[config.mk]
export PLATFORM = sky130hd
export DESIGN_NAME = gamepad_report_change_events
export DESIGN_NICKNAME = d
export VERILOG_FILES = /design/src/rtl/core/grce_pkg.sv /design/src/rtl/core/gamepad_report_change_events.sv /design/src/rtl/core/grce_front.sv /design/src/rtl/core/grce_snap_queue.sv /design/src/rtl/core/grce_back.sv
export SDC_FILE = /design/constraint.sdc
export NUM_CORES = 1
export LEC_CHECK = 0
export BUFFER_PORTS_ARGS = -buffer_cell sky130_fd_sc_hd__buf_2
export CORE_MARGIN = 3
export CORE_UTILIZATION = 56
export DETAILED_ROUTE_END_ITERATION = 16
export PLACE_DENSITY = 0.76
export SETUP_SLACK_MARGIN = 0.02
export SYNTH_ARGS = -nofsm -noshare
export SYNTH_HDL_FRONTEND = slang
export SYNTH_HIERARCHICAL = 1
export SYNTH_SLANG_ARGS = --single-unit
[constraint.sdc]
create_clock -name clk -period 8.9 [get_ports clk]
set_clock_uncertainty 0.15 [all_clocks]
set_input_delay 2.225 -clock clk [delete_from_list [all_inputs] [get_ports clk]]
set_output_delay 2.225 -clock clk [all_outputs]
set_load 0.05 [all_outputs]
[src/rtl/core/grce_pkg.sv]
// ----------------------------------------------------------------------------
// grce_pkg
// Shared types, constants and small decode functions of the report change
// event generator.
// ----------------------------------------------------------------------------
package grce_pkg;

  // Report framing
  localparam int REPORT_BYTES     = 64;
  localparam int MAX_REPORT_BYTES = 256;
  localparam int CNT_W            = $clog2(MAX_REPORT_BYTES + 1);

  // Byte positions inside the report
  localparam int HEADER_LEN      = 3;
  localparam int POS_BTN_FACE    = 8;
  localparam int POS_BTN_MISC    = 9;
  localparam int POS_BTN_THUMBL  = 10;
  localparam int POS_BTN_THUMBR  = 11;
  localparam int POS_AXIS_FIRST  = 44;
  localparam int POS_AXIS_LAST   = 55;

  localparam int NUM_KEYS    = 11;
  localparam int NUM_BUTTONS = 15;
  localparam int NUM_AXES    = 6;

  // Direction bits inside the button word
  localparam int BTN_UP    = 11;
  localparam int BTN_DOWN  = 12;
  localparam int BTN_LEFT  = 13;
  localparam int BTN_RIGHT = 14;

  // Axis indexes
  localparam logic [2:0] AXIS_LX    = 3'd0;
  localparam logic [2:0] AXIS_LY    = 3'd1;
  localparam logic [2:0] AXIS_LTRIG = 3'd2;
  localparam logic [2:0] AXIS_RX    = 3'd3;
  localparam logic [2:0] AXIS_RY    = 3'd4;
  localparam logic [2:0] AXIS_RTRIG = 3'd5;

  // Event codes of the hats
  localparam logic [3:0] CODE_HAT_X = 4'd6;
  localparam logic [3:0] CODE_HAT_Y = 4'd7;

  // Change candidates: keys, then axes, then hat Y, then hat X
  localparam int CAND_AXIS0 = NUM_KEYS;
  localparam int CAND_HAT_Y = NUM_KEYS + NUM_AXES;
  localparam int CAND_HAT_X = CAND_HAT_Y + 1;
  localparam int NUM_CAND   = CAND_HAT_X + 1;
  localparam int CAND_W     = $clog2(NUM_CAND);

  localparam logic [15:0] AXIS_MOST_NEG = 16'h8000;
  localparam logic [15:0] AXIS_CROPPED  = 16'h8001;

  // Snapshot queue
  localparam int SNAP_DEPTH = 2;
  localparam int SNAP_PTR_W = $clog2(SNAP_DEPTH);

  // Configuration register indexes
  localparam logic [1:0] REG_DROP_REPORTS = 2'd0;

  typedef enum logic [1:0] {
    KIND_KEY = 2'd0,
    KIND_ABS = 2'd1,
    KIND_SYN = 2'd2
  } event_kind_t;

  typedef struct packed {
    logic [NUM_BUTTONS-1:0]       buttons;
    logic [NUM_AXES-1:0][15:0]    axes;
  } snapshot_t;

  function automatic logic [7:0] header_byte(input logic [1:0] idx);
    logic [7:0] val;
    unique case (idx)
      2'd0:    val = 8'h01;
      2'd1:    val = 8'h00;
      2'd2:    val = 8'h09;
      default: val = 8'h00;
    endcase
    return val;
  endfunction

  // Axis fed by each byte pair from the first axis byte on
  function automatic logic [2:0] pair_axis(input logic [2:0] pair);
    logic [2:0] axis;
    unique case (pair)
      3'd0:    axis = AXIS_LTRIG;
      3'd1:    axis = AXIS_RTRIG;
      3'd2:    axis = AXIS_LX;
      3'd3:    axis = AXIS_LY;
      3'd4:    axis = AXIS_RX;
      3'd5:    axis = AXIS_RY;
      default: axis = AXIS_LX;
    endcase
    return axis;
  endfunction

  function automatic logic axis_is_signed(input logic [2:0] axis);
    return (axis == AXIS_LX) || (axis == AXIS_LY) || (axis == AXIS_RX) || (axis == AXIS_RY);
  endfunction

  function automatic logic axis_is_negated(input logic [2:0] axis);
    return (axis == AXIS_LY) || (axis == AXIS_RY);
  endfunction

  function automatic logic [15:0] crop_axis(input logic [15:0] raw, input logic [2:0] axis);
    return (axis_is_signed(axis) && raw == AXIS_MOST_NEG) ? AXIS_CROPPED : raw;
  endfunction

endpackage

[src/rtl/core/gamepad_report_change_events.sv]
// ----------------------------------------------------------------------------
// gamepad_report_change_events
// Controller input report to key/axis/hat change events, one byte per cycle while not full.
// ----------------------------------------------------------------------------
// Report bytes enter through the push/full side at one byte per cycle while
// full is low. When the last byte of a 64-byte report with header 01 00 09
// arrives and drop mode is off, the front end hands a snapshot of the 15
// button bits and 6 axes to a two-entry snapshot queue; full is high only
// while that queue holds two snapshots. The back end loads a snapshot, then
// gives each change as the event, then its sync, while the result register
// is free. Results leave through empty/pop; the last sync of a report carries
// last_of_run. A report with no change produces nothing. Signed axes have
// -32768 cropped to -32767 and the Y axes come out negated; hats read -1, 0
// or +1. The configuration port holds one register, drop_reports at byte
// address 0, which must only be written while idle.
// ----------------------------------------------------------------------------
module gamepad_report_change_events (
  input  logic               clk,
  input  logic               rst,
  // configuration port
  input  logic               psel,
  input  logic               penable,
  input  logic               pwrite,
  input  logic [1:0]         paddr,
  input  logic [31:0]        pwdata,
  output logic [31:0]        prdata,
  output logic               pready,
  // report bytes
  input  logic               push,
  output logic               full,
  input  logic [7:0]         report_byte,
  input  logic               end_of_report,
  // events
  output logic               empty,
  input  logic               pop,
  output logic [1:0]         event_kind,
  output logic [3:0]         event_code,
  output logic signed [16:0] event_value,
  output logic               last_of_run
);
  import grce_pkg::*;

  logic      drop_reports;
  logic      snap_push;
  logic      snap_full;
  logic      snap_valid;
  logic      snap_pop;
  snapshot_t snap_in;
  snapshot_t snap_out;

  // Register file: a transfer completes on the access cycle, no wait states
  assign pready = 1'b1;
  assign prdata = (paddr == REG_DROP_REPORTS) ? {31'b0, drop_reports} : 32'b0;

  always_ff @(posedge clk) begin
    if (rst) begin
      drop_reports <= 1'b0;
    end else if (psel && penable && pwrite && pready && paddr == REG_DROP_REPORTS) begin
      drop_reports <= pwdata[0];
    end
  end

  // Front: framing, header check and unpacking
  grce_front u_front (
    .clk           (clk),
    .rst           (rst),
    .drop_reports  (drop_reports),
    .push          (push),
    .full          (full),
    .report_byte   (report_byte),
    .end_of_report (end_of_report),
    .snap_full     (snap_full),
    .snap_push     (snap_push),
    .snap_data     (snap_in)
  );

  // Hold accepted snapshots until the back end takes them
  grce_snap_queue u_queue (
    .clk     (clk),
    .rst     (rst),
    .wr_en   (snap_push),
    .wr_data (snap_in),
    .q_full  (snap_full),
    .rd_en   (snap_pop),
    .q_valid (snap_valid),
    .rd_data (snap_out)
  );

  // Back: compare with the last accepted report and walk the changes
  grce_back u_back (
    .clk         (clk),
    .rst         (rst),
    .q_valid     (snap_valid),
    .q_data      (snap_out),
    .q_pop       (snap_pop),
    .empty       (empty),
    .pop         (pop),
    .event_kind  (event_kind),
    .event_code  (event_code),
    .event_value (event_value),
    .last_of_run (last_of_run)
  );

endmodule

[src/rtl/core/grce_front.sv]
// ----------------------------------------------------------------------------
// grce_front
// Takes report bytes, tracks length and header, unpacks buttons and axes,
// and hands a snapshot to the queue at the end of each accepted report.
// ----------------------------------------------------------------------------
module grce_front (
  input  logic                clk,
  input  logic                rst,
  input  logic                drop_reports,
  input  logic                push,
  output logic                full,
  input  logic [7:0]          report_byte,
  input  logic                end_of_report,
  input  logic                snap_full,
  output logic                snap_push,
  output grce_pkg::snapshot_t snap_data
);
  import grce_pkg::*;

  logic [CNT_W-1:0]       byte_count;
  logic                   header_ok;
  logic [NUM_BUTTONS-1:0] current_buttons;
  logic [NUM_AXES-1:0][15:0] current_axes;

  logic                   header_ok_next;
  logic [NUM_BUTTONS-1:0] current_buttons_next;
  logic [NUM_AXES-1:0][15:0] current_axes_next;

  logic                   in_range;
  logic                   take;
  logic [CNT_W-1:0]       axis_off;
  logic [2:0]             axis_sel;
  logic                   report_ok;

  assign full     = snap_full;
  assign take     = push && !full;
  assign in_range = byte_count < CNT_W'(MAX_REPORT_BYTES);
  assign axis_off = byte_count - CNT_W'(POS_AXIS_FIRST);
  assign axis_sel = pair_axis(axis_off[3:1]);

  always_comb begin
    header_ok_next = header_ok;
    if (in_range && byte_count < CNT_W'(HEADER_LEN) &&
        report_byte != header_byte(byte_count[1:0])) begin
      header_ok_next = 1'b0;
    end
  end

  always_comb begin
    current_buttons_next = current_buttons;
    if (in_range) begin
      if (byte_count == CNT_W'(POS_BTN_FACE)) begin
        current_buttons_next[0] = report_byte[7];
        current_buttons_next[1] = report_byte[5];
        current_buttons_next[2] = report_byte[6];
        current_buttons_next[3] = report_byte[4];
        current_buttons_next[4] = report_byte[3];
        current_buttons_next[5] = report_byte[2];
      end
      if (byte_count == CNT_W'(POS_BTN_MISC)) begin
        current_buttons_next[6]         = report_byte[4];
        current_buttons_next[7]         = report_byte[6];
        current_buttons_next[8]         = report_byte[5];
        current_buttons_next[BTN_UP]    = report_byte[0];
        current_buttons_next[BTN_DOWN]  = report_byte[3];
        current_buttons_next[BTN_LEFT]  = report_byte[2];
        current_buttons_next[BTN_RIGHT] = report_byte[1];
      end
      if (byte_count == CNT_W'(POS_BTN_THUMBL)) begin
        current_buttons_next[9] = report_byte[6];
      end
      if (byte_count == CNT_W'(POS_BTN_THUMBR)) begin
        current_buttons_next[10] = report_byte[2];
      end
    end
  end

  always_comb begin
    current_axes_next = current_axes;
    if (byte_count >= CNT_W'(POS_AXIS_FIRST) && byte_count <= CNT_W'(POS_AXIS_LAST)) begin
      for (int i = 0; i < NUM_AXES; i++) begin
        if (axis_sel == 3'(i)) begin
          if (byte_count[0]) begin
            current_axes_next[i][15:8] = report_byte;
          end else begin
            current_axes_next[i][7:0] = report_byte;
          end
        end
      end
    end
  end

  // Length is exactly REPORT_BYTES only when this byte sits at REPORT_BYTES-1
  assign report_ok = end_of_report && !drop_reports && header_ok_next &&
                     (byte_count == CNT_W'(REPORT_BYTES - 1));

  assign snap_push         = take && report_ok;
  assign snap_data.buttons = current_buttons_next;
  assign snap_data.axes    = current_axes_next;

  always_ff @(posedge clk) begin
    if (rst) begin
      byte_count      <= '0;
      header_ok       <= 1'b1;
      current_buttons <= '0;
      current_axes    <= '0;
    end else if (take) begin
      current_buttons <= current_buttons_next;
      current_axes    <= current_axes_next;
      if (end_of_report) begin
        byte_count <= '0;
        header_ok  <= 1'b1;
      end else begin
        header_ok <= header_ok_next;
        if (in_range) begin
          byte_count <= byte_count + CNT_W'(1);
        end
      end
    end
  end

endmodule

[src/rtl/core/grce_snap_queue.sv]
// ----------------------------------------------------------------------------
// grce_snap_queue
// Short queue of accepted report snapshots between front and back.
// ----------------------------------------------------------------------------
module grce_snap_queue (
  input  logic                clk,
  input  logic                rst,
  input  logic                wr_en,
  input  grce_pkg::snapshot_t wr_data,
  output logic                q_full,
  input  logic                rd_en,
  output logic                q_valid,
  output grce_pkg::snapshot_t rd_data
);
  import grce_pkg::*;

  snapshot_t               entries [SNAP_DEPTH];
  logic [SNAP_PTR_W-1:0]   wr_ptr;
  logic [SNAP_PTR_W-1:0]   rd_ptr;
  logic [SNAP_PTR_W:0]     count;

  assign q_full  = count == (SNAP_PTR_W+1)'(SNAP_DEPTH);
  assign q_valid = count != '0;
  assign rd_data = entries[rd_ptr];

  always_ff @(posedge clk) begin
    if (wr_en) begin
      entries[wr_ptr] <= wr_data;
    end
  end

  always_ff @(posedge clk) begin
    if (rst) begin
      wr_ptr <= '0;
      rd_ptr <= '0;
      count  <= '0;
    end else begin
      if (wr_en) begin
        wr_ptr <= wr_ptr + SNAP_PTR_W'(1);
      end
      if (rd_en) begin
        rd_ptr <= rd_ptr + SNAP_PTR_W'(1);
      end
      unique case ({wr_en, rd_en})
        2'b10:   count <= count + (SNAP_PTR_W+1)'(1);
        2'b01:   count <= count - (SNAP_PTR_W+1)'(1);
        default: count <= count;
      endcase
    end
  end

endmodule

[src/rtl/core/grce_back.sv]
// ----------------------------------------------------------------------------
// grce_back
// Compares each snapshot with the last accepted one and walks the changes,
// giving one event and one sync per change into the result register.
// ----------------------------------------------------------------------------
module grce_back (
  input  logic                clk,
  input  logic                rst,
  input  logic                q_valid,
  input  grce_pkg::snapshot_t q_data,
  output logic                q_pop,
  output logic                empty,
  input  logic                pop,
  output logic [1:0]          event_kind,
  output logic [3:0]          event_code,
  output logic signed [16:0]  event_value,
  output logic                last_of_run
);
  import grce_pkg::*;

  typedef enum logic [2:0] {
    ST_IDLE  = 3'b001,
    ST_EVENT = 3'b010,
    ST_SYNC  = 3'b100
  } back_state_t;

  back_state_t               state;
  logic [NUM_BUTTONS-1:0]    previous_buttons;
  logic [NUM_AXES-1:0][15:0] previous_axes;
  logic [NUM_CAND-1:0]       mask;
  logic                      out_valid;

  logic [NUM_AXES-1:0][15:0] cropped;
  logic [NUM_BUTTONS-1:0]    diff;
  logic [NUM_CAND-1:0]       load_mask;
  logic [NUM_CAND-1:0]       mask_rest;
  logic [CAND_W-1:0]         cand;
  logic [2:0]                axis_idx;
  logic [15:0]               axis_raw;
  logic signed [16:0]        axis_val;
  event_kind_t               ev_kind;
  logic [3:0]                ev_code;
  logic signed [16:0]        ev_value;
  logic                      out_free;

  function automatic logic [CAND_W-1:0] lowest_set(input logic [NUM_CAND-1:0] m);
    logic [CAND_W-1:0] idx;
    idx = '0;
    for (int i = NUM_CAND - 1; i >= 0; i--) begin
      if (m[i]) begin
        idx = CAND_W'(i);
      end
    end
    return idx;
  endfunction

  assign out_free = !out_valid || pop;
  assign empty    = !out_valid;
  assign q_pop    = (state == ST_IDLE) && q_valid;

  // Change mask of the queue head against the last accepted report
  always_comb begin
    diff = q_data.buttons ^ previous_buttons;
    for (int i = 0; i < NUM_AXES; i++) begin
      cropped[i] = crop_axis(q_data.axes[i], 3'(i));
      load_mask[CAND_AXIS0 + i] = cropped[i] != previous_axes[i];
    end
    load_mask[NUM_KEYS-1:0] = diff[NUM_KEYS-1:0];
    load_mask[CAND_HAT_Y]   = diff[BTN_UP] || diff[BTN_DOWN];
    load_mask[CAND_HAT_X]   = diff[BTN_LEFT] || diff[BTN_RIGHT];
  end

  assign cand      = lowest_set(mask);
  assign mask_rest = mask & (mask - NUM_CAND'(1));
  assign axis_idx  = 3'(cand - CAND_W'(CAND_AXIS0));
  assign axis_raw  = previous_axes[axis_idx];

  always_comb begin
    axis_val = axis_is_signed(axis_idx) ? {axis_raw[15], axis_raw} : {1'b0, axis_raw};
    if (axis_is_negated(axis_idx)) begin
      axis_val = -axis_val;
    end
  end

  // Event of the lowest pending candidate; previous_* now holds that report
  always_comb begin
    if (cand < CAND_W'(NUM_KEYS)) begin
      ev_kind  = KIND_KEY;
      ev_code  = cand[3:0];
      ev_value = {16'b0, previous_buttons[cand[3:0]]};
    end else if (cand < CAND_W'(CAND_HAT_Y)) begin
      ev_kind  = KIND_ABS;
      ev_code  = {1'b0, axis_idx};
      ev_value = axis_val;
    end else if (cand == CAND_W'(CAND_HAT_Y)) begin
      ev_kind  = KIND_ABS;
      ev_code  = CODE_HAT_Y;
      ev_value = 17'(signed'({1'b0, previous_buttons[BTN_DOWN]})) -
                 17'(signed'({1'b0, previous_buttons[BTN_UP]}));
    end else begin
      ev_kind  = KIND_ABS;
      ev_code  = CODE_HAT_X;
      ev_value = 17'(signed'({1'b0, previous_buttons[BTN_RIGHT]})) -
                 17'(signed'({1'b0, previous_buttons[BTN_LEFT]}));
    end
  end

  always_ff @(posedge clk) begin
    if (rst) begin
      state            <= ST_IDLE;
      previous_buttons <= '0;
      previous_axes    <= '0;
      mask             <= '0;
      out_valid        <= 1'b0;
    end else begin
      if (pop) begin
        out_valid <= 1'b0;
      end
      unique case (state)
        ST_IDLE: begin
          if (q_valid) begin
            previous_buttons <= q_data.buttons;
            previous_axes    <= cropped;
            mask             <= load_mask;
            if (load_mask != '0) begin
              state <= ST_EVENT;
            end
          end
        end
        ST_EVENT: begin
          if (out_free) begin
            out_valid   <= 1'b1;
            event_kind  <= ev_kind;
            event_code  <= ev_code;
            event_value <= ev_value;
            last_of_run <= 1'b0;
            state       <= ST_SYNC;
          end
        end
        ST_SYNC: begin
          if (out_free) begin
            out_valid   <= 1'b1;
            event_kind  <= KIND_SYN;
            event_code  <= '0;
            event_value <= '0;
            last_of_run <= mask_rest == '0;
            mask        <= mask_rest;
            state       <= (mask_rest == '0) ? ST_IDLE : ST_EVENT;
          end
        end
        default: state <= ST_IDLE;
      endcase
    end
  end

  a_last_is_sync: assert property (@(posedge clk) disable iff (rst)
    out_valid && last_of_run |-> event_kind == KIND_SYN)
    else $error("last_of_run set on a non-sync event");

  a_pending_change: assert property (@(posedge clk) disable iff (rst)
    state == ST_EVENT || state == ST_SYNC |-> mask != '0)
    else $error("event walk running with no pending change");

  a_event_then_sync: assert property (@(posedge clk) disable iff (rst)
    state == ST_EVENT && out_free |=> out_valid && event_kind != KIND_SYN && state == ST_SYNC)
    else $error("event not followed by its sync slot");

  a_load_starts_walk: assert property (@(posedge clk) disable iff (rst)
    state == ST_IDLE && q_valid && load_mask != '0 |=> state == ST_EVENT)
    else $error("changed snapshot did not start the event walk");

endmodule
# Word-level counts from Yosys, hierarchy flattened

Memory sizes are Yosys's and may differ from the RTL's. A register that Yosys moved wholly into a read port is not among the register bits.
Index checks and enable logic that the tools add are counted.

Bits in registers: 284
Bits in latches: 0
RAM bits: 222
Bits in read-only memories: 0
Input port bits: 50
Output and inout port bits: 59
Logic and storage cells: 227
Memories kept: 1

Memories:

| name            | depth | bits a word | rd ports | clocked after memory_dff | write ports | line                  | source |
|---|---|---|---|---|---|---|---|
| u_queue.entries | 2     | 111         | 1        | 1                        | 1           | grce_snap_queue.sv:17 | `snapshot_t entries [SNAP_DEPTH];` |

$add $sub $neg: 11
Multipliers: 0
Divide/modulo/power cells: 0
$lt $le $gt $ge: 8
Eq/ne operators: 40
Shift-type cells: 0
Mux-type cells: 97
Bitwise logic cells: 3
Reductions and logical operators: 40

Operators with widths:

| kind                                                                  | count |
|---|---|
| 16-bit two-way mux                                                    | 11 |
| 17-bit two-way mux                                                    | 7 |
| 8-bit two-way mux                                                     | 12 |
| 96-bit two-way mux                                                    | 1 |
| 16-bit != test                                                        | 6 |
| 5-bit two-way mux                                                     | 19 |
| 16-bit equality test, second input constant                           | 4 |
| 16-bit binary-select mux with 3-bit select                            | 1 |
| 19-bit two-way mux                                                    | 2 |
| 19-bit case mux with 2 select lines                                   | 1 |
| 9-bit by 4-bit equality test with 1-bit output, second input constant | 4 |
| 17-bit case mux with 2 select lines                                   | 1 |
| 4-bit two-way mux                                                     | 5 |
| 19-bit AND                                                            | 1 |
| 19-bit logical NOT                                                    | 1 |
| 19-bit nonzero test                                                   | 1 |
| 19-bit by 1-bit subtractor with 19-bit output, second input constant  | 1 |
| 3-bit equality test, second input constant                            | 6 |
| 9-bit two-way mux                                                     | 2 |
| 1-bit two-way mux                                                     | 17 |
| 17-bit negation                                                       | 1 |
| 4-bit case mux with 2 select lines                                    | 2 |
| 3-bit by 2-bit equality test with 1-bit output, second input constant | 5 |
| 15-bit two-way mux                                                    | 1 |
| 43 further kinds                                                      | 87 |

# Logic depth before layout (Yosys ltp)

Gate-level depths: netlist of the first run.

Depth after elaboration: 31
Gate-level depth with buffers: 22
Depth with buffers taken out: 16

# By module

The synthesis of the first run kept the hierarchy.

By module, submodules not included:

| module                       | instances | cells an instance | area an instance (um2) | seq. area each (um2) |
|---|---|---|---|---|
| grce_back                    | 1         | 1173              | 9407.8                 | 3403.3 |
| grce_snap_queue              | 1         | 367               | 8206.6                 | 6766.5 |
| grce_front                   | 1         | 631               | 6754.0                 | 2422.3 |
| gamepad_report_change_events | 1         | 41                | 314.1                  | 20.0 |

# Least setup slack after synthesis of the first run

OpenSTA, ideal clock, no wires.

Kind: input port to flip-flop
From: input port report_byte[6]
To: memory u_queue/entries[0][0] (netlist bit) (enable)
Setup time: 0.582 ns
Data arrival time: 7.905 ns
Required time: 8.168 ns
Path slack: 0.262 ns
Stages on the path: 6
Buffers on the path: 0
Cell sequence: nor4_1 -> and4_1 -> o21ai_0 -> nor4_1 -> inv_1 -> nor2_1

Cells in the longest elaborated chain, start to end: 8

Ends and longest elaborated chain:

| item                                     | line                               | source |
|---|---|---|
| start: declaration                       | gamepad_report_change_events.sv:31 | `input logic [7:0] report_byte,` |
| 8-bit by 4-bit != test with 1-bit output | grce_front.sv:44                   | `report_byte != header_byte(byte_count[1:0])) begin` |
| 1-bit logical AND                        | grce_front.sv:43                   | `if (in_range && byte_count < CNT_W'(HEADER_LEN) &&` |
| 1-bit two-way mux                        | grce_front.sv:43                   |  |
| 1-bit logical AND (2 in series)          | grce_front.sv:94                   | `assign report_ok = end_of_report && !drop_reports && header_ok_next &&` |
| 1-bit logical AND                        | grce_front.sv:97                   | `assign snap_push = take && report_ok;` |
| net snap_push                            | gamepad_report_change_events.sv:44 | `logic snap_push;` |
| 1-bit two-way mux                        | grce_snap_queue.sv:27              | `if (wr_en) begin` |
| 1-bit two-way mux (not written as such)  | grce_snap_queue.sv:28              | `entries[wr_ptr] <= wr_data;` |
| end: declaration                         | grce_snap_queue.sv:17              |  |

The timed path passes the listed nets, and every way through them passes these cells.

# Worst setup path in the final report of the first run

From: register u_back.mask[10]
To: register u_back.event_value[10], data pin

Cells in the longest elaborated chain, start to end: 21
Elaborated cells between the ends (all ways): 28
Those cells by class: add/sub (2); order compare (2); eq/ne (3); mux (20); reduce/logical (1)

Ends and longest elaborated chain:

| item                                        | line             | source |
|---|---|---|
| start: declaration                          | grce_back.sv:30  | `logic [NUM_CAND-1:0] mask;` |
| start signal: assignment                    | grce_back.sv:124 | `mask <= load_mask;` |
| start signal: assignment                    | grce_back.sv:147 | `mask <= mask_rest;` |
| 5-bit two-way mux (*) (11 in series)        | grce_back.sv:50  | `if (m[i]) begin` |
| 3-bit by 2-bit subtractor with 3-bit output | grce_back.sv:75  | `assign axis_idx = 3'(cand - CAND_W'(CAND_AXIS0));` |
| 16-bit binary-select mux with 3-bit select  | grce_back.sv:76  | `assign axis_raw = previous_axes[axis_idx];` |
| 16-bit two-way mux (not written as such)    | grce_back.sv:76  |  |
| 17-bit two-way mux                          | grce_back.sv:79  | `axis_val = axis_is_signed(axis_idx) ? {axis_raw[15], axis_raw} : {1'b0, axis_raw};` |
| 17-bit negation                             | grce_back.sv:81  | `axis_val = -axis_val;` |
| 17-bit two-way mux                          | grce_back.sv:80  | `if (axis_is_negated(axis_idx)) begin` |
| 17-bit two-way mux                          | grce_back.sv:91  | `end else if (cand < CAND_W'(CAND_HAT_Y)) begin` |
| 17-bit two-way mux (*)                      | grce_back.sv:87  | `if (cand < CAND_W'(NUM_KEYS)) begin` |
| 17-bit two-way mux (*)                      | grce_back.sv:131 | `if (out_free) begin` |
| 17-bit case mux with 2 select lines (*)     | grce_back.sv:119 | `unique case (state)` |
| end signal: assignment                      | grce_back.sv:135 | `event_value <= ev_value;` |
| end: declaration                            | grce_back.sv:16  | `output logic signed [16:0] event_value,` |

Every way passes the cells marked *; elsewhere a longest branch is shown, timed or not. The select of a mux whose other input is x is not followed.
A chain may end at the register's enable or synchronous reset.

==> impl_results.md, run 1 <==
- Synth area leader: edfxtp_1
- First-pass GRT wire length: 96000 um
- Congestion Overflow GR: 0
- Area fraction of the dominant cell type after synthesis: 29.9%
- Core Rows: 76
- H-tree depth: 2
- Post-cts sizing count: 0
- Pwr dens: 177 mW/mm2
- Rel. slew slack: 22.6%
- Largest net degree at the start of global routing: 232
- CTS tree: built
- Family with the most delay on the worst path: simple AND/OR/NAND/NOR gates
- Post-Synth Simple-Gate Area: 14.7%
- Clk root buf: clkbuf_16
- Initial antenna violation count: 1
- # DRC: 0
- Flop and latch count out of synthesis: 507
- Final GP Congestion: 0.887
- Seq/Total Area, Yosys: 51.1%
- Gr usage total: 26.4%
- Mean post-synth cell area: 11.2 um2
- Die Area: 0.0466 mm2
- Die height: 216 um
- Clock tree sinks: 507
- Hold depth: 2
- CP cell instances: nor2b_1, or4_4, o211ai_4, nand2_4, ha_1, inv_1, nand2_2, o221ai_1, inv_1, ha_1, o2111ai_1, nor4_4, a31oi_1, xnor2_1, o21ai_0
- Endpoint class of the critical path: flop
- Die width: 216 um
- P_sw: 0.000994 W
- Initial DRC count: 1919
- Fmax: 174 MHz
- Area Overhead vs Synth: 8.24%
- Ys flop type: dfxtp_1
- CP Depth: 15
- CTS clk-pin slew, worst paths: 0.06 ns
- Total number of vias: 16900
- Worst-margin pin slew: 1.16 ns
- Slowest cell delay on critical path: 0.97 ns
- Max Root-Sink Buffers: 3
- Crit-path max FO: 37
- Min-delay worst type: reg -> reg
- Latest clock arrival within the worst-skew pair: 0.59 ns
- Syn Inst Count: 2212
- Max-slew violations: 0
- Setup TNS: 0 ns
- Maxcap violations: 0
- Area contributors post-synth: edfxtp_1 30%, dfxtp_1 21%, mux2_2 10%
- Post-DRT Antenna Nets: 0
- Worst Path Required: 9.06 ns
- Largest family of logic cells by synthesized area: multiplexers
- Crit-path slowest cell: ha_1
- First-pass iteration count of the detailed router: 5
- Ant. Diodes: 0
- Post-synth top cells: 281 x nand2_1, 261 x dfxtp_1, 246 x edfxtp_1, 228 x mux2_2, 150 x a21oi_1
- Worst r2r path cells: 15
- Count leader, synth: nand2_1
- RSZ-0062 raised after global routing: no
- Clock network power share: 46.2%
- Critical Path Start Type: flop
- Max rail drop VDD: 132 uV
- Synth Area in Adders: 0.933%
- Multiplexer share of the synthesized area: 16.5%
- Status: finished clean
- Share of cells above drive strength 1: 19.2%
- Final setup viols: 0
- Crit path buffers/inverters: 2
- Layout Cells excl Fill: 2816
- # port buffers: 45
- Number of flops mapped to enable cells by yosys: 246
- TritonCTS buffer count: 52
- Nets: 2255
- Fin. Hold Viols: 0
- Core area: 0.0433 mm2
- Post-Syn Area: 0.0247 mm2
- Post-synthesis xor/xnor area fraction: 4.75%
- # IOs: 109
- Final worst-path cycle share: 64.4%
- Hold slack: 0.318 ns
- LEAKAGE: 10.0 nW
- Int Pwr: 0.00372 W
- Hold buffers post-CTS: 0
- Routed length per instance: 22.4 um
- Post-CTS Setup Repair Bufs: 0
- Synth warn: 6
- # placed instances: 2720
- Initial Util: 57.0%
- Fill count: 3336
- Hpwl dp: 41100 um
- Vias in the first global route: 16300
- Setup CP Type: reg -> reg
- Distinct cells, synth: 105
- Vias/cell: 6.00
- Synth Area in Compound Gates: 7.83%
- Logic pwr share: 2.4%
- Sw Share: 21.1%
- Share of power burned in registers: 51.5%
- Worst reg2reg setup slack: 3.17 ns
- DRT Wirelength: 63000 um
- Clock period minus final worst setup slack: 5.73 ns
- Crit path DAT: 5.89 ns
- Async set or reset register ratio after synthesis: 0%
## placed cells by master, fill, tap and decap left out, types with 6 or more instances in the layout
cell	count
a211oi_1	7
a21oi_1	150
a22oi_1	13
a31oi_1	8
a41oi_1	7
and3_1	9
buf_2	44
buf_4	11
clkbuf_1	14
clkbuf_16	54
clkbuf_8	9
conb_1	32
dfxtp_1	260
edfxtp_1	246
ha_1	16
inv_1	25
mux2_2	228
mux2i_1	136
nand2_1	280
nand2b_1	119
nand3_1	22
nand3_4	6
nand4_1	21
nor2_1	71
nor2b_1	9
nor3_1	16
nor4_1	34
nor4_4	7
o211ai_1	8
o21ai_0	50
o21ai_1	9
o31ai_1	6
or2b_1	12
or4_1	9
xnor2_1	58
xor2_1	76
## worst paths after layout
| kind | start | end |
|---|---|---|
| worst max-delay path | u_back/mask[10]$_SDFFE_PP0P_ | u_back/event_value[10]$_SDFFCE_PP0P_ |
| worst max register to register | u_back/mask[10]$_SDFFE_PP0P_ | u_back/event_value[10]$_SDFFCE_PP0P_ |
| worst min register to register | u_front/current_buttons[0]$_SDFFE_PP0P_ | u_front/current_buttons[0]$_SDFFE_PP0P_ |
| worst min-delay path | u_front/current_buttons[0]$_SDFFE_PP0P_ | u_front/current_buttons[0]$_SDFFE_PP0P_ |
## worst register-to-register path, delay by kind of cell (launching register included)
family	cells	cell delay [ns]
fa+ha+maj	2	1.16
compound gates	5	1.20
flops	1	0.48
xor+xnor	1	0.24
simple gates	5	1.62
buf+inv	2	0.60
## power groups by stage
stage	Clock (W)	Sequential, W	Combinational (W)
6_report	0.00218	0.00243	0.000113
2_1_floorplan	0	0.00248	0.0000868
5_1_grt	0.00230	0.00243	0.000117
4_1_cts	0.00221	0.00243	0.000111
3_5_place_dp	0	0.00248	0.000111
3_3_place_gp	0	0.00248	0.000109
## kinds of logic (layout without fill, tap and decap cells)
group / Yosys count / in the layout
mux: 370 / 370
fa+ha+maj: 19 / 19
xor+xnor: 134 / 134
compound gates: 312 / 312
simple gates: 675 / 675
other cells: 2 / 32
flops: 507 / 507
buf+inv: 193 / 182
## stage by stage
| stage | total power, W | utilization (%) | area (um2) | worst slack, ns |
|---|---|---|---|---|
| after global routing | 0.00484 | 61.7 | 26700 | 2.87 |
| after detailed placement | 0.00259 | 57.8 | 25000 | 3.26 |
| after global placement | 0.00259 | 57.8 | 25000 | 3.28 |
| after floorplan | 0.00256 | - | 24800 | 0.262 |
| after CTS | 0.00475 | 61.7 | 26700 | 3.30 |
| final | 0.00472 | 61.7 | 26700 | 3.17 |
## state kept, by name, summed over array words and instances, names as in the netlist, 2 cells and up, named ones only
| name | count |
|---|---|
| u_queue/count | 2 |
| u_front/current_axes | 96 |
| u_back/previous_axes | 96 |
| u_back/mask | 19 |
| u_back/event_code | 4 |
| u_queue/entries | 222 |
| u_back/event_value | 17 |
| u_back/previous_buttons | 15 |
| u_back/state | 3 |
| u_front/byte_count | 9 |
| u_front/current_buttons | 15 |
| u_back/event_kind | 2 |
## layout make-up
cell class                 instances  area (um2)  area share (%)
clock inverter                    18         179           0.670
multi-input combinational       1542       11200            41.9
tap                              585         732            2.74
timing repair buffer              58         354            1.33
sequential                       507       12600            47.2
clock buffer                      78        1540            5.75
inverter                          28         108           0.403
## per-layer routing
layer | vias up | GRT usage [%] | part of all wire (%)
met5 | - | 0 | 0.011
met4 | 2 | 8.71 | 3.1
met3 | 135 | 5.51 | 8.0
met2 | 694 | 40.9 | 45
met1 | 8251 | 37.4 | 44
li1 | 7802 | - | -
No activity file was read; power rests on OpenSTA's default activity.
==> run 2, diff against run 1 <==
--- a/config.mk
+++ b/config.mk
@@ -7,9 +7,9 @@
 export LEC_CHECK = 0
 export BUFFER_PORTS_ARGS = -buffer_cell sky130_fd_sc_hd__buf_2
 export CORE_MARGIN = 3
-export CORE_UTILIZATION = 56
+export CORE_UTILIZATION = 60
 export DETAILED_ROUTE_END_ITERATION = 16
-export PLACE_DENSITY = 0.76
+export PLACE_DENSITY = 0.78
 export SETUP_SLACK_MARGIN = 0.02
 export SYNTH_ARGS = -nofsm -noshare
 export SYNTH_HDL_FRONTEND = slang
==> constraint.sdc (replaced) <==
create_clock -name clk -period 5.4 [get_ports clk]
set_clock_uncertainty 0.15 [all_clocks]
set_input_delay 1.35 -clock clk [delete_from_list [all_inputs] [get_ports clk]]
set_output_delay 1.35 -clock clk [all_outputs]
set_load 0.05 [all_outputs]
==> impl_results.md, run 2 (same netlist as run 1, synthesis figures left out) <==
- Worst r2r path cells: 16
- Area Overhead vs Synth: 9.05%
- Clock period minus final worst setup slack: 4.96 ns
- Final setup viols: 0
- Max Root-Sink Buffers: 3
- Core area: 0.0402 mm2
- Hold buffers post-CTS: 0
- Initial DRC count: 2020
- Largest register FFs: 222
- Worst-margin pin slew: 1.27 ns
- Gr usage total: 28.4%
- RSZ-0062 raised after global routing: no
- Biggest regs: u_queue/entries x222, u_back/previous_axes x96, u_front/current_axes x96
- Hold depth: 2
- H-tree depth: 2
- First-pass iteration count of the detailed router: 5
- Family with the most delay on the worst path: simple AND/OR/NAND/NOR gates
- Setup TNS: 0 ns
- Pwr dens: 295 mW/mm2
- Fin. Hold Viols: 0
- Multi-input logic area: 0.0112 mm2
- Maxcap violations: 0
- Crit path DAT: 5.12 ns
- Post-CTS Setup Repair Bufs: 0
- Core Rows: 73
- Endpoint class of the critical path: flop
- Slowest cell delay on critical path: 0.52 ns
- Initial Util: 61.4%
- Vias/cell: 6.15
- Commonest non-fill, non-tap cell in the layout: nand2_1
- CP Depth: 16
- Most frequent cells in the layout: 280 x nand2_1, 260 x dfxtp_1, 246 x edfxtp_1, 228 x mux2_2, 150 x a21oi_1
- Post-cts sizing count: 0
- Clk root buf: clkbuf_16
- Post-DRT Antenna Nets: 0
- Initial antenna violation count: 1
- Crit-path slowest cell: or3_1
- Setup CP Type: reg -> reg
- Vias in the first global route: 16500
- Final GP Congestion: 0.913
- Place WS: 0.595 ns
- Latest clock arrival within the worst-skew pair: 0.61 ns
- Biggest register: u_queue/entries
- Worst Path Required: 5.56 ns
- Ant. Diodes: 0
- Die height: 209 um
- Max-slew violations: 0
- Fill count: 2936
- # DRC: 0
- Critical Path Start Type: flop
- Crit-path max FO: 14
- Final worst-path cycle share: 91.9%
- LEAKAGE: 10.2 nW
- Final setup margin: 0.439 ns
- Hpwl dp: 41600 um
- # port buffers: 45
- First-pass GRT wire length: 97100 um
- Fmax: 202 MHz
- Max rail drop VDD: 318 uV
- # IOs: 109
- Clock tree sinks: 507
- DRT Wirelength: 63200 um
- Rel. slew slack: 15.1%
- Largest net degree at the start of global routing: 142
- Die width: 209 um
- Congestion Overflow GR: 0
- Sequential Area: 0.0126 mm2
- TritonCTS buffer count: 52
- CTS clk-pin slew, worst paths: 0.06 ns
- CP cell instances: nor2b_1, or4_4, o211ai_4, nand2_4, ha_1, or3_1, and2_1, nand2_2, o221ai_1, inv_1, ha_1, o2111ai_1, nor4_4, a31oi_1, xnor2_1, o21ai_0
- Status: finished clean
- Crit path buffers/inverters: 1
- CTS tree: built
- Total number of vias: 17100
- Share of cells above drive strength 1: 20.0%
- Die Area: 0.0436 mm2
- Nets: 2272
- Routed length per instance: 22.8 um
- Min-delay worst type: reg -> reg
- Cell repeated most along the worst path: ha_1
-- run 2: path summary, 6_finish.rpt --
kind                                         start                               endpoint  slack [ns]
min          u_front/current_axes[24]$_SDFFE_PP0P_  u_front/current_axes[24]$_SDFFE_PP0P_        0.33
max                   u_back/mask[10]$_SDFFE_PP0P_   u_back/event_value[10]$_SDFFCE_PP0P_        0.44
max reg2reg           u_back/mask[10]$_SDFFE_PP0P_   u_back/event_value[10]$_SDFFCE_PP0P_        0.44
min reg2reg  u_front/current_axes[24]$_SDFFE_PP0P_  u_front/current_axes[24]$_SDFFE_PP0P_        0.33
-- run 2: area by class of cell --
cell class              count  area share (%)
clock buffers              60            5.02
inverters                  28           0.400
multi-input cells        1542            41.6
clock inverters            37            1.61
repair buffers             75            2.07
well taps                 525            2.44
flip-flops and latches    507            46.9
-- run 2: routing by layer --
metal	wire length [um]	share of wire (%)	global-route usage [%]
met1	27500	43	41.1
met2	29300	46	44.9
met3	4800	7.6	3.98
met4	1630	2.6	8.43
met5	0	0	0
-- run 2: stage by stage --
step	area [um2]	std cells	utilization, %	power, W	hold slack [ns]
CTS	26900	2774	67.0	0.00797	0.318
detailed placement	25100	2677	62.5	0.00427	0.302
global route	26900	2774	67.0	0.00813	0.347
finish	26900	2774	67.0	0.00793	0.325
floorplan	24800	2242	-	0.00423	0.281
global placement	25100	2677	62.5	0.00427	0.293
-- run 2: report_power, final --
group	switching [W]	internal, W	total (W)
combinational	0.000156	0.0000362	0.000192
clock	0.00151	0.00223	0.00374
sequential	0.00000332	0.00400	0.00400
total	0.00167	0.00626	0.00793
-- run 2: worst register-to-register path, cell delays in order (launching register included) --
cell and delay, ns:
dfxtp_1 0.50, nor2b_1 0.12, or4_4 0.47, o211ai_4 0.42, nand2_4 0.08, ha_1 0.23, or3_1 0.52, and2_1 0.36
nand2_2 0.19, o221ai_1 0.25, inv_1 0.13, ha_1 0.18, o2111ai_1 0.24, nor4_4 0.38, a31oi_1 0.17, xnor2_1 0.22
o21ai_0 0.10
